### config.mk
export PLATFORM = sky130hd
export DESIGN_NAME = oled_gram_window_writer_unit_flat
export DESIGN_NICKNAME = d
export VERILOG_FILES = /design/src/design/ogw_pkg.sv /design/src/design/ogw_req_if.sv /design/src/design/ogw_rsp_if.sv /design/src/design/ogw_front.sv /design/src/design/ogw_queue.sv /design/src/design/ogw_back.sv /design/src/design/oled_gram_window_writer_unit.sv /design/src/flat_wrapper.sv
export SDC_FILE = /design/constraint.sdc
export NUM_CORES = 1
export LEC_CHECK = 0
export BUFFER_PORTS_ARGS = -buffer_cell sky130_fd_sc_hd__buf_2
export CAP_MARGIN = 10
export CORE_MARGIN = 5
export CORE_UTILIZATION = 60
export DETAILED_ROUTE_END_ITERATION = 12
export GPL_TIMING_DRIVEN = 0
export PLACE_DENSITY = 0.8
export SYNTH_ARGS = -nofsm -noshare
export SYNTH_HDL_FRONTEND = slang
export SYNTH_SLANG_ARGS = --single-unit
export TNS_END_PERCENT = 100
### constraint.sdc
create_clock -name clock -period 7.3 [get_ports clock]
set_input_delay 2.19 -clock clock [delete_from_list [all_inputs] [get_ports clock]]
set_output_delay 2.19 -clock clock [all_outputs]
set_load 0.01 [all_outputs]
### src/design/ogw_pkg.sv
package ogw_pkg;

   // Panel geometry default; addresses are always carried on 7 bits
   localparam int PANEL_SIZE_DEFAULT = 128;
   localparam int ADDR_W             = 7;
   localparam int PIXEL_W            = 16;

   // Command byte codes
   localparam logic [7:0] CMD_COLUMN = 8'h15;
   localparam logic [7:0] CMD_ROW    = 8'h75;
   localparam logic [7:0] CMD_REMAP  = 8'ha0;
   localparam logic [7:0] CMD_WRITE  = 8'h5c;
   localparam logic [7:0] CMD_OFF    = 8'hae;
   localparam logic [7:0] CMD_ON     = 8'haf;
   localparam logic [7:0] CMD_LEVEL  = 8'hc7;
   localparam logic [7:0] CMD_NONE   = 8'h00;

   // Argument positions within a command
   localparam logic [1:0] ARG_FIRST  = 2'd0;
   localparam logic [1:0] ARG_SECOND = 2'd1;
   localparam logic [1:0] ARG_SAT    = 2'd3;

   // Brightness after reset
   localparam logic [3:0] LEVEL_RESET = 4'hf;

   // Queue between the decode front and the execute back
   localparam int QUEUE_DEPTH = 2;
   localparam int QPTR_W      = $clog2(QUEUE_DEPTH);
   localparam int QCNT_W      = $clog2(QUEUE_DEPTH + 1);

   // Operations handed from the front to the back
   typedef enum logic [3:0] {
      OP_NONE      = 4'd0,
      OP_PANEL_OFF = 4'd1,
      OP_PANEL_ON  = 4'd2,
      OP_COL_START = 4'd3,
      OP_COL_END   = 4'd4,
      OP_ROW_START = 4'd5,
      OP_ROW_END   = 4'd6,
      OP_REMAP     = 4'd7,
      OP_LEVEL     = 4'd8,
      OP_PIXEL     = 4'd9
   } ogw_opcode_type;

   typedef struct packed {
      ogw_opcode_type       op;
      logic [PIXEL_W-1:0]   data;
   } ogw_entry_type;

endpackage

### src/design/ogw_req_if.sv
interface ogw_req_if;
   logic       valid;
   logic       ready;
   logic       is_data;
   logic [7:0] byte_value;

   modport source (output valid, output is_data, output byte_value, input ready);
   modport sink   (input valid, input is_data, input byte_value, output ready);
endinterface

### src/design/ogw_rsp_if.sv
interface ogw_rsp_if;
   logic        valid;
   logic        ready;
   logic        write_valid;
   logic [6:0]  write_column;
   logic [6:0]  write_row;
   logic [15:0] write_pixel;
   logic        panel_on;
   logic [3:0]  master_level;

   modport source (output valid, output write_valid, output write_column, output write_row,
                   output write_pixel, output panel_on, output master_level, input ready);
   modport sink   (input valid, input write_valid, input write_column, input write_row,
                   input write_pixel, input panel_on, input master_level, output ready);
endinterface

### src/design/ogw_front.sv
module ogw_front import ogw_pkg::*; (
   input  logic          clock,
   input  logic          reset,
   ogw_req_if.sink       req,
   input  logic          queue_full,
   output logic          push_valid,
   output ogw_entry_type push_entry
);

   logic [7:0] last_command_ff, last_command_in;
   logic [1:0] arg_index_ff,    arg_index_in;
   logic       pending_ff,      pending_in;
   logic [7:0] held_ff,         held_in;
   logic       accept;

   assign req.ready  = !queue_full;
   assign accept     = req.valid && !queue_full;
   assign push_valid = accept;

   // Classify the incoming word against the command it belongs to
   always_comb begin
      last_command_in = last_command_ff;
      arg_index_in    = arg_index_ff;
      pending_in      = pending_ff;
      held_in         = held_ff;
      push_entry.op   = OP_NONE;
      push_entry.data = {8'h00, req.byte_value};
      if (!req.is_data) begin
         last_command_in = req.byte_value;
         arg_index_in    = ARG_FIRST;
         pending_in      = 1'b0;
         if (req.byte_value == CMD_OFF) begin
            push_entry.op = OP_PANEL_OFF;
         end else if (req.byte_value == CMD_ON) begin
            push_entry.op = OP_PANEL_ON;
         end
      end else begin
         case (last_command_ff)
            CMD_COLUMN: begin
               if (arg_index_ff == ARG_FIRST) begin
                  push_entry.op = OP_COL_START;
               end else if (arg_index_ff == ARG_SECOND) begin
                  push_entry.op = OP_COL_END;
               end
            end
            CMD_ROW: begin
               if (arg_index_ff == ARG_FIRST) begin
                  push_entry.op = OP_ROW_START;
               end else if (arg_index_ff == ARG_SECOND) begin
                  push_entry.op = OP_ROW_END;
               end
            end
            CMD_REMAP: begin
               if (arg_index_ff == ARG_FIRST) begin
                  push_entry.op = OP_REMAP;
               end
            end
            CMD_LEVEL: begin
               if (arg_index_ff == ARG_FIRST) begin
                  push_entry.op = OP_LEVEL;
               end
            end
            CMD_WRITE: begin
               // pair high and low bytes into one pixel
               if (pending_ff) begin
                  push_entry.op   = OP_PIXEL;
                  push_entry.data = {held_ff, req.byte_value};
                  pending_in      = 1'b0;
               end else begin
                  held_in    = req.byte_value;
                  pending_in = 1'b1;
               end
            end
            default: begin
               push_entry.op = OP_NONE;
            end
         endcase
         if (arg_index_ff != ARG_SAT) begin
            arg_index_in = arg_index_ff + 2'd1;
         end
      end
   end

   // Hold decode state; advance only on an accepted word
   always_ff @(posedge clock) begin
      if (reset) begin
         last_command_ff <= CMD_NONE;
         arg_index_ff    <= ARG_FIRST;
         pending_ff      <= 1'b0;
         held_ff         <= 8'h00;
      end else if (accept) begin
         last_command_ff <= last_command_in;
         arg_index_ff    <= arg_index_in;
         pending_ff      <= pending_in;
         held_ff         <= held_in;
      end
   end

endmodule

### src/design/ogw_queue.sv
module ogw_queue import ogw_pkg::*; (
   input  logic          clock,
   input  logic          reset,
   input  logic          push_valid,
   input  ogw_entry_type push_entry,
   output logic          full,
   output logic          pop_valid,
   output ogw_entry_type pop_entry,
   input  logic          pop
);

   ogw_entry_type     entry_ff [QUEUE_DEPTH];
   logic [QPTR_W-1:0] wr_ptr_ff, rd_ptr_ff;
   logic [QCNT_W-1:0] count_ff, count_in;
   logic              do_pop;

   assign full      = (count_ff == QCNT_W'(QUEUE_DEPTH));
   assign pop_valid = (count_ff != '0);
   assign pop_entry = entry_ff[rd_ptr_ff];
   assign do_pop    = pop && pop_valid;

   // Track fill level
   always_comb begin
      case ({push_valid, do_pop})
         2'b10:   count_in = count_ff + QCNT_W'(1);
         2'b01:   count_in = count_ff - QCNT_W'(1);
         default: count_in = count_ff;
      endcase
   end

   // Store pushed words
   always_ff @(posedge clock) begin
      if (push_valid) begin
         entry_ff[wr_ptr_ff] <= push_entry;
      end
   end

   // Advance pointers
   always_ff @(posedge clock) begin
      if (reset) begin
         wr_ptr_ff <= '0;
         rd_ptr_ff <= '0;
         count_ff  <= '0;
      end else begin
         if (push_valid) begin
            wr_ptr_ff <= wr_ptr_ff + QPTR_W'(1);
         end
         if (do_pop) begin
            rd_ptr_ff <= rd_ptr_ff + QPTR_W'(1);
         end
         count_ff <= count_in;
      end
   end

endmodule

### src/design/ogw_back.sv
module ogw_back import ogw_pkg::*; #(
   parameter int PANEL_SIZE = PANEL_SIZE_DEFAULT
) (
   input  logic          clock,
   input  logic          reset,
   input  logic          pop_valid,
   input  ogw_entry_type pop_entry,
   output logic          pop,
   ogw_rsp_if.source     rsp
);

   localparam logic [ADDR_W-1:0] ADDR_MAX = ADDR_W'(PANEL_SIZE - 1);

   logic [ADDR_W-1:0] col_start_ff, col_start_in, col_end_ff, col_end_in;
   logic [ADDR_W-1:0] row_start_ff, row_start_in, row_end_ff, row_end_in;
   logic [ADDR_W-1:0] col_ptr_ff, col_ptr_in, row_ptr_ff, row_ptr_in;
   logic              vfirst_ff, vfirst_in;
   logic              panel_ff, panel_in;
   logic [3:0]        level_ff, level_in;

   logic                rsp_valid_ff;
   logic                wr_valid_ff, wr_valid_in;
   logic [ADDR_W-1:0]   wr_col_ff, wr_col_in, wr_row_ff, wr_row_in;
   logic [PIXEL_W-1:0]  wr_pix_ff, wr_pix_in;

   logic [ADDR_W-1:0] addr_lim;
   logic              col_wrap, row_wrap;
   logic [ADDR_W-1:0] col_step, row_step;
   logic              fire;

   assign fire = pop_valid && (!rsp_valid_ff || rsp.ready);
   assign pop  = fire;

   // Limit an address argument to the panel
   assign addr_lim = (pop_entry.data[ADDR_W-1:0] > ADDR_MAX) ? ADDR_MAX
                                                             : pop_entry.data[ADDR_W-1:0];

   // Single pointer steps, wrapping at or beyond the end
   assign col_wrap = (col_ptr_ff >= col_end_ff);
   assign row_wrap = (row_ptr_ff >= row_end_ff);
   assign col_step = col_wrap ? col_start_ff : col_ptr_ff + ADDR_W'(1);
   assign row_step = row_wrap ? row_start_ff : row_ptr_ff + ADDR_W'(1);

   // Execute one operation
   always_comb begin
      col_start_in = col_start_ff;
      col_end_in   = col_end_ff;
      row_start_in = row_start_ff;
      row_end_in   = row_end_ff;
      col_ptr_in   = col_ptr_ff;
      row_ptr_in   = row_ptr_ff;
      vfirst_in    = vfirst_ff;
      panel_in     = panel_ff;
      level_in     = level_ff;
      wr_valid_in  = 1'b0;
      wr_col_in    = '0;
      wr_row_in    = '0;
      wr_pix_in    = '0;
      case (pop_entry.op)
         OP_PANEL_OFF: panel_in = 1'b0;
         OP_PANEL_ON:  panel_in = 1'b1;
         OP_COL_START: begin
            col_start_in = addr_lim;
            col_ptr_in   = addr_lim;
         end
         OP_COL_END:   col_end_in = addr_lim;
         OP_ROW_START: begin
            row_start_in = addr_lim;
            row_ptr_in   = addr_lim;
         end
         OP_ROW_END:   row_end_in = addr_lim;
         OP_REMAP:     vfirst_in  = pop_entry.data[0];
         OP_LEVEL:     level_in   = pop_entry.data[3:0];
         OP_PIXEL: begin
            wr_valid_in = 1'b1;
            wr_col_in   = col_ptr_ff;
            wr_row_in   = row_ptr_ff;
            wr_pix_in   = pop_entry.data;
            if (vfirst_ff) begin
               row_ptr_in = row_step;
               if (row_wrap) begin
                  col_ptr_in = col_step;
               end
            end else begin
               col_ptr_in = col_step;
               if (col_wrap) begin
                  row_ptr_in = row_step;
               end
            end
         end
         default: begin
            wr_valid_in = 1'b0;
         end
      endcase
   end

   // Hold window, pointers and panel state
   always_ff @(posedge clock) begin
      if (reset) begin
         col_start_ff <= '0;
         col_end_ff   <= ADDR_MAX;
         row_start_ff <= '0;
         row_end_ff   <= ADDR_MAX;
         col_ptr_ff   <= '0;
         row_ptr_ff   <= '0;
         vfirst_ff    <= 1'b0;
         panel_ff     <= 1'b0;
         level_ff     <= LEVEL_RESET;
      end else if (fire) begin
         col_start_ff <= col_start_in;
         col_end_ff   <= col_end_in;
         row_start_ff <= row_start_in;
         row_end_ff   <= row_end_in;
         col_ptr_ff   <= col_ptr_in;
         row_ptr_ff   <= row_ptr_in;
         vfirst_ff    <= vfirst_in;
         panel_ff     <= panel_in;
         level_ff     <= level_in;
      end
   end

   // Output word register
   always_ff @(posedge clock) begin
      if (reset) begin
         rsp_valid_ff <= 1'b0;
      end else if (fire) begin
         rsp_valid_ff <= 1'b1;
      end else if (rsp.ready) begin
         rsp_valid_ff <= 1'b0;
      end
   end

   always_ff @(posedge clock) begin
      if (fire) begin
         wr_valid_ff <= wr_valid_in;
         wr_col_ff   <= wr_col_in;
         wr_row_ff   <= wr_row_in;
         wr_pix_ff   <= wr_pix_in;
      end
   end

   assign rsp.valid        = rsp_valid_ff;
   assign rsp.write_valid  = wr_valid_ff;
   assign rsp.write_column = wr_col_ff;
   assign rsp.write_row    = wr_row_ff;
   assign rsp.write_pixel  = wr_pix_ff;
   assign rsp.panel_on     = panel_ff;
   assign rsp.master_level = level_ff;

endmodule

### src/design/oled_gram_window_writer_unit.sv
// Flow: a word accepted at the input is stored in the queue, then executed by the
// back end, which registers its result word in the output register.
// Throughput: one word per cycle while results are taken; a two-entry queue
// between decode and execute keeps input accepted while a result waits on output.
// Reset (synchronous): window opens to the full panel, pointers to 0, display off,
// brightness 15, queue and output emptied.
module oled_gram_window_writer_unit import ogw_pkg::*; #(
   parameter int PANEL_SIZE = PANEL_SIZE_DEFAULT
) (
   input  logic      clock,
   input  logic      reset,
   ogw_req_if.sink   req_ch,
   ogw_rsp_if.source rsp_ch
);

   logic          push_valid;
   ogw_entry_type push_entry;
   logic          queue_full;
   logic          pop_valid;
   ogw_entry_type pop_entry;
   logic          pop;

   ogw_front u_front (
      .clock      (clock),
      .reset      (reset),
      .req        (req_ch),
      .queue_full (queue_full),
      .push_valid (push_valid),
      .push_entry (push_entry)
   );

   ogw_queue u_queue (
      .clock      (clock),
      .reset      (reset),
      .push_valid (push_valid),
      .push_entry (push_entry),
      .full       (queue_full),
      .pop_valid  (pop_valid),
      .pop_entry  (pop_entry),
      .pop        (pop)
   );

   ogw_back #(
      .PANEL_SIZE (PANEL_SIZE)
   ) u_back (
      .clock     (clock),
      .reset     (reset),
      .pop_valid (pop_valid),
      .pop_entry (pop_entry),
      .pop       (pop),
      .rsp       (rsp_ch)
   );

   // Never push into a full queue
   a_no_overflow: assert property (@(posedge clock) disable iff (reset)
      push_valid |-> !queue_full)
      else $error("push into full queue");

   // Every executed operation shows up as a result word next cycle
   a_pop_gives_result: assert property (@(posedge clock) disable iff (reset)
      (pop && pop_valid) |=> rsp_ch.valid)
      else $error("executed operation produced no result");

   // A result without a pixel write carries zero address and pixel
   a_idle_fields_zero: assert property (@(posedge clock) disable iff (reset)
      (rsp_ch.valid && !rsp_ch.write_valid) |->
         (rsp_ch.write_column == 7'd0 && rsp_ch.write_row == 7'd0 &&
          rsp_ch.write_pixel == 16'd0))
      else $error("non-write result carries address or pixel");

   // Only a pixel operation produces a write
   a_write_from_pixel: assert property (@(posedge clock) disable iff (reset)
      (pop && pop_valid && pop_entry.op != OP_PIXEL) |=> !rsp_ch.write_valid)
      else $error("write without a pixel operation");

endmodule

### src/flat_wrapper.sv
// flat-port wrapper written by rule: the top's interface ports become plain ports
module oled_gram_window_writer_unit_flat import ogw_pkg::*;
#(
   parameter int PANEL_SIZE = PANEL_SIZE_DEFAULT
)
  (clock, reset, req_ch_valid, req_ch_is_data, req_ch_byte_value, req_ch_ready, rsp_ch_valid, rsp_ch_write_valid, rsp_ch_write_column, rsp_ch_write_row, rsp_ch_write_pixel, rsp_ch_panel_on, rsp_ch_master_level, rsp_ch_ready);
  ogw_req_if req_ch_i ();
  ogw_rsp_if rsp_ch_i ();
  input  logic clock;
  input  logic reset;
  input wire logic [$bits(req_ch_i.valid)-1:0] req_ch_valid;
  input wire logic [$bits(req_ch_i.is_data)-1:0] req_ch_is_data;
  input wire logic [$bits(req_ch_i.byte_value)-1:0] req_ch_byte_value;
  output wire logic [$bits(req_ch_i.ready)-1:0] req_ch_ready;
  output wire logic [$bits(rsp_ch_i.valid)-1:0] rsp_ch_valid;
  output wire logic [$bits(rsp_ch_i.write_valid)-1:0] rsp_ch_write_valid;
  output wire logic [$bits(rsp_ch_i.write_column)-1:0] rsp_ch_write_column;
  output wire logic [$bits(rsp_ch_i.write_row)-1:0] rsp_ch_write_row;
  output wire logic [$bits(rsp_ch_i.write_pixel)-1:0] rsp_ch_write_pixel;
  output wire logic [$bits(rsp_ch_i.panel_on)-1:0] rsp_ch_panel_on;
  output wire logic [$bits(rsp_ch_i.master_level)-1:0] rsp_ch_master_level;
  input wire logic [$bits(rsp_ch_i.ready)-1:0] rsp_ch_ready;
  assign req_ch_i.valid = req_ch_valid;
  assign req_ch_i.is_data = req_ch_is_data;
  assign req_ch_i.byte_value = req_ch_byte_value;
  assign req_ch_ready = req_ch_i.ready;
  assign rsp_ch_valid = rsp_ch_i.valid;
  assign rsp_ch_write_valid = rsp_ch_i.write_valid;
  assign rsp_ch_write_column = rsp_ch_i.write_column;
  assign rsp_ch_write_row = rsp_ch_i.write_row;
  assign rsp_ch_write_pixel = rsp_ch_i.write_pixel;
  assign rsp_ch_panel_on = rsp_ch_i.panel_on;
  assign rsp_ch_master_level = rsp_ch_i.master_level;
  assign rsp_ch_i.ready = rsp_ch_ready;
  oled_gram_window_writer_unit #(.PANEL_SIZE(PANEL_SIZE)) u_core (.clock(clock), .reset(reset), .req_ch(req_ch_i), .rsp_ch(rsp_ch_i));
endmodule
==> flow_metrics.tcl <==
set metrics [dict create \
    finalNonFillerCells 841 \
    htree_levels 4 \
    final_antenna_net_count 0 \
    clk_path_buf_depth 2 \
    p_leak_nw 2.89 \
    drt_iter0_drc 495 \
    core_area_sq_um 10800 \
    rr_startpoint "u_core.u_queue.count_ff[0]" \
    setup_ws_ps 3300 \
    first_pass_iters 6 \
    p_clk_frac 0.331 \
    ys_seq_area_frac 0.545 \
    netlist.area_leader.share 0.324 \
    gp_congestion 0.904 \
    via_per_inst 6.02 \
    fillers 794 \
    area_delta_synth_final_pct 15.6 \
    final_area_sq_um 7620 \
    nets 721 \
    timing.hold.ws_ps 451 \
    grt_pass1_wl_um 24500 \
    dpl.cell_count 809 \
    cts_resized 0 \
    crit_path_end_kind "flop" \
    rrSetupSlack_ps 4690 \
    synth_common_cells "nor2_1, dfxtp_1, edfxtp_1" \
    hp-class "reg -> reg" \
    die_x_um 115 \
    io_pins 51 \
    crit_path_max_fanout 41 \
    yosys.area.top_type "edfxtp_1" \
    grt_max_degree 42 \
    hold_start "u_core.u_front.held_ff[3]" \
    syn-cell-area_sq_um 6590 \
    clock_skew_ps 6.32 \
    regArea_sq_um 3590 \
    layout-drive-gt1-share 0.153 \
    synthFlopType "dfxtp_1" \
    track_usage 0.238 \
    routedWlPerCell_um 17.7 \
    clock-sinks 144 \
    clock-root-buffer "clkbuf_8" \
    timing_hold_violations_final 0 \
    avgSynthCellArea_sq_um 10.6 \
    synth_edf_count 71 \
    initial_core_util 0.610 \
    clk-insertion-delay-late_ps 530 \
    relSlewSlack 0.338 \
    pre_cts_ws_ps 2790 \
    port_buffers 48 \
    p_seq_frac 0.425 \
    dieHeight_um 115 \
    diodes 0 \
    timing.rr.end "u_core.u_back.row_end_ff[4]" \
    drv_cap 0 \
    cts_buffers 17 \
    setup_viol 0 \
    fin_crit_sh 0.547 \
    yosysMostFrequentCell "nor2_1" \
    status "finished clean" \
    postSynthCellCount 620 \
    layout_min_cycle_time_ps 4000 \
    synth.top_cells.by_area "edfxtp_1, dfxtp_1, nor2_1" \
    multi_input_area_sq_um 2790 \
    rsz0062_at_grt "false" \
    drc_errors 0 \
    vias 5061 \
    swShare 0.321 \
    die_area_sq_um 13200 \
    cp.required_ps 7710 \
    fin_setup_tns_ps 0 \
    vdd_drop_max_uv 193 \
    hold-path-cell-count 2 \
    grt_pass1_vias 4927 \
    power_density_nw_per_um2 338 \
    ys_warn_count 0 \
    synth-seq-cells 144 \
    critical_path_class "in -> reg" \
    crit_arrival_ps 4400 \
    placed_area_sq_um 7020 \
    p_sw_mw 0.826 \
    antenna_found_initial 0 \
    fmax_mhz 250 \
    holdPathEnd "u_core.u_front.held_ff[3]" \
    async_flop_share 0 \
    tightest_slew_ps 965 \
    cts_setup_buffers 0 \
    cts_tree "built" \
    maxSlewViolCount 0 \
    r2r_cells 5 \
    postCtsHoldBufs 0 \
    post-dp-hpwl_um 10600 \
    routed_wl_um 14900 \
    p_int_mw 1.75 \
    gr-total-overflow 0 \
    rows 38 \
    start_kind "input port" \
    p_comb_frac 0.244 \
    netlist-cell-type-count 60 \
    path_clk_slew_ps 70 \
    syn-num-nets 653 \
]
[stage by stage]
stage / power, mW / util
after floorplan: 1.51 / -
after global placement: 1.71 / 0.649
after detailed placement: 1.73 / 0.651
after CTS: 2.58 / 0.706
after global routing: 2.69 / 0.706
final: 2.57 / 0.706
[cell families after synthesis]
kind of cell             count (synthesis)  share of synthesized area
flip-flops                             144                      0.545
multiplexers                            31                     0.0479
adder cells (fa/ha/maj)                 20                     0.0380
buffers and inverters                   49                     0.0310
AND/OR/NAND/NOR                        213                      0.159
XOR/XNOR                                10                     0.0133
AO/OA/AOI/OAI                          153                      0.165
[power groups by stage]
stage	combinational, mW	clock, mW	sequential, mW
after floorplan	0.379	0	1.13
after global placement	0.601	0	1.11
after detailed placement	0.621	0	1.11
after CTS	0.626	0.864	1.09
after global routing	0.679	0.903	1.11
final	0.627	0.853	1.09
[layout make-up]
type,instances,area share
tap,140,0.0230
clock buffer,20,0.0627
timing repair buffer,49,0.0335
inverter,23,0.0113
multi-input combinational,427,0.367
sequential,144,0.472
buffer,26,0.0154
clock inverter,12,0.0158
[cell usage in the layout (no fill, tap or decap), types with 4 or more instances in the layout]
master     count
a211o_1       18
a211oi_1      12
a21oi_1       47
a22oi_1        4
a311oi_1       6
and2_1        18
buf_2         55
clkbuf_1      16
clkbuf_16     18
dfxtp_1       73
edfxtp_1      71
ha_1          20
inv_1         22
mux2_2         4
mux2i_1       27
nand2_1       42
nand3_1       12
nand4_1        7
nor2_1        77
nor2b_1       10
nor3_1        13
o2111ai_1      4
o211a_1        4
o211ai_1      13
o21a_1         5
o21ai_0       20
or3_1          6
xnor2_1        6
xor2_1         4
[routing by layer]
layer	global-route usage	vias to the layer above	routed length, um
met5	0	-	0
met4	0.0947	0	508
met1	0.302	2388	6200
met2	0.397	204	7220
li1	-	2424	-
met3	0.0547	45	988
[flip-flops by register name, summed over array words and instances (netlist names), 2 cells and up, named ones only]
register,count
u_core.u_back.row_ptr_ff,7
u_core.u_back.col_start_ff,7
u_core.u_queue.count_ff,2
u_core.u_back.rsp.write_column,7
u_core.u_front.last_command_ff,8
u_core.u_back.col_end_ff,7
u_core.u_back.rsp.write_row,7
u_core.u_front.arg_index_ff,2
u_core.u_back.rsp.master_level,4
u_core.u_front.held_ff,8
u_core.u_back.row_end_ff,7
u_core.u_queue.entry_ff,40
u_core.u_back.rsp.write_pixel,16
u_core.u_back.row_start_ff,7
u_core.u_back.col_ptr_ff,7
[critical path, cell delays in order]
cell and delay, ps:
buf_2 70, nand2b_1 140, o21a_1 190, buf_2 760, nand4_1 410, buf_2 310
a211o_1 320
[how the worst max path moves through the flow]
stage / from / endpoint / depth (start not counted)
2_1_floorplan: rsp_ch_ready / u_core.u_back.row_end_ff[0] / 6
3_3_place_gp: rsp_ch_ready / u_core.u_back.row_end_ff[5] / 7
3_5_place_dp: rsp_ch_ready / u_core.u_back.row_end_ff[4] / 7
4_1_cts: rsp_ch_ready / u_core.u_back.row_end_ff[4] / 7
5_1_grt: rsp_ch_ready / u_core.u_back.row_end_ff[4] / 7
6_report: rsp_ch_ready / u_core.u_back.row_end_ff[4] / 7
Power figures use the tool's default switching activity.
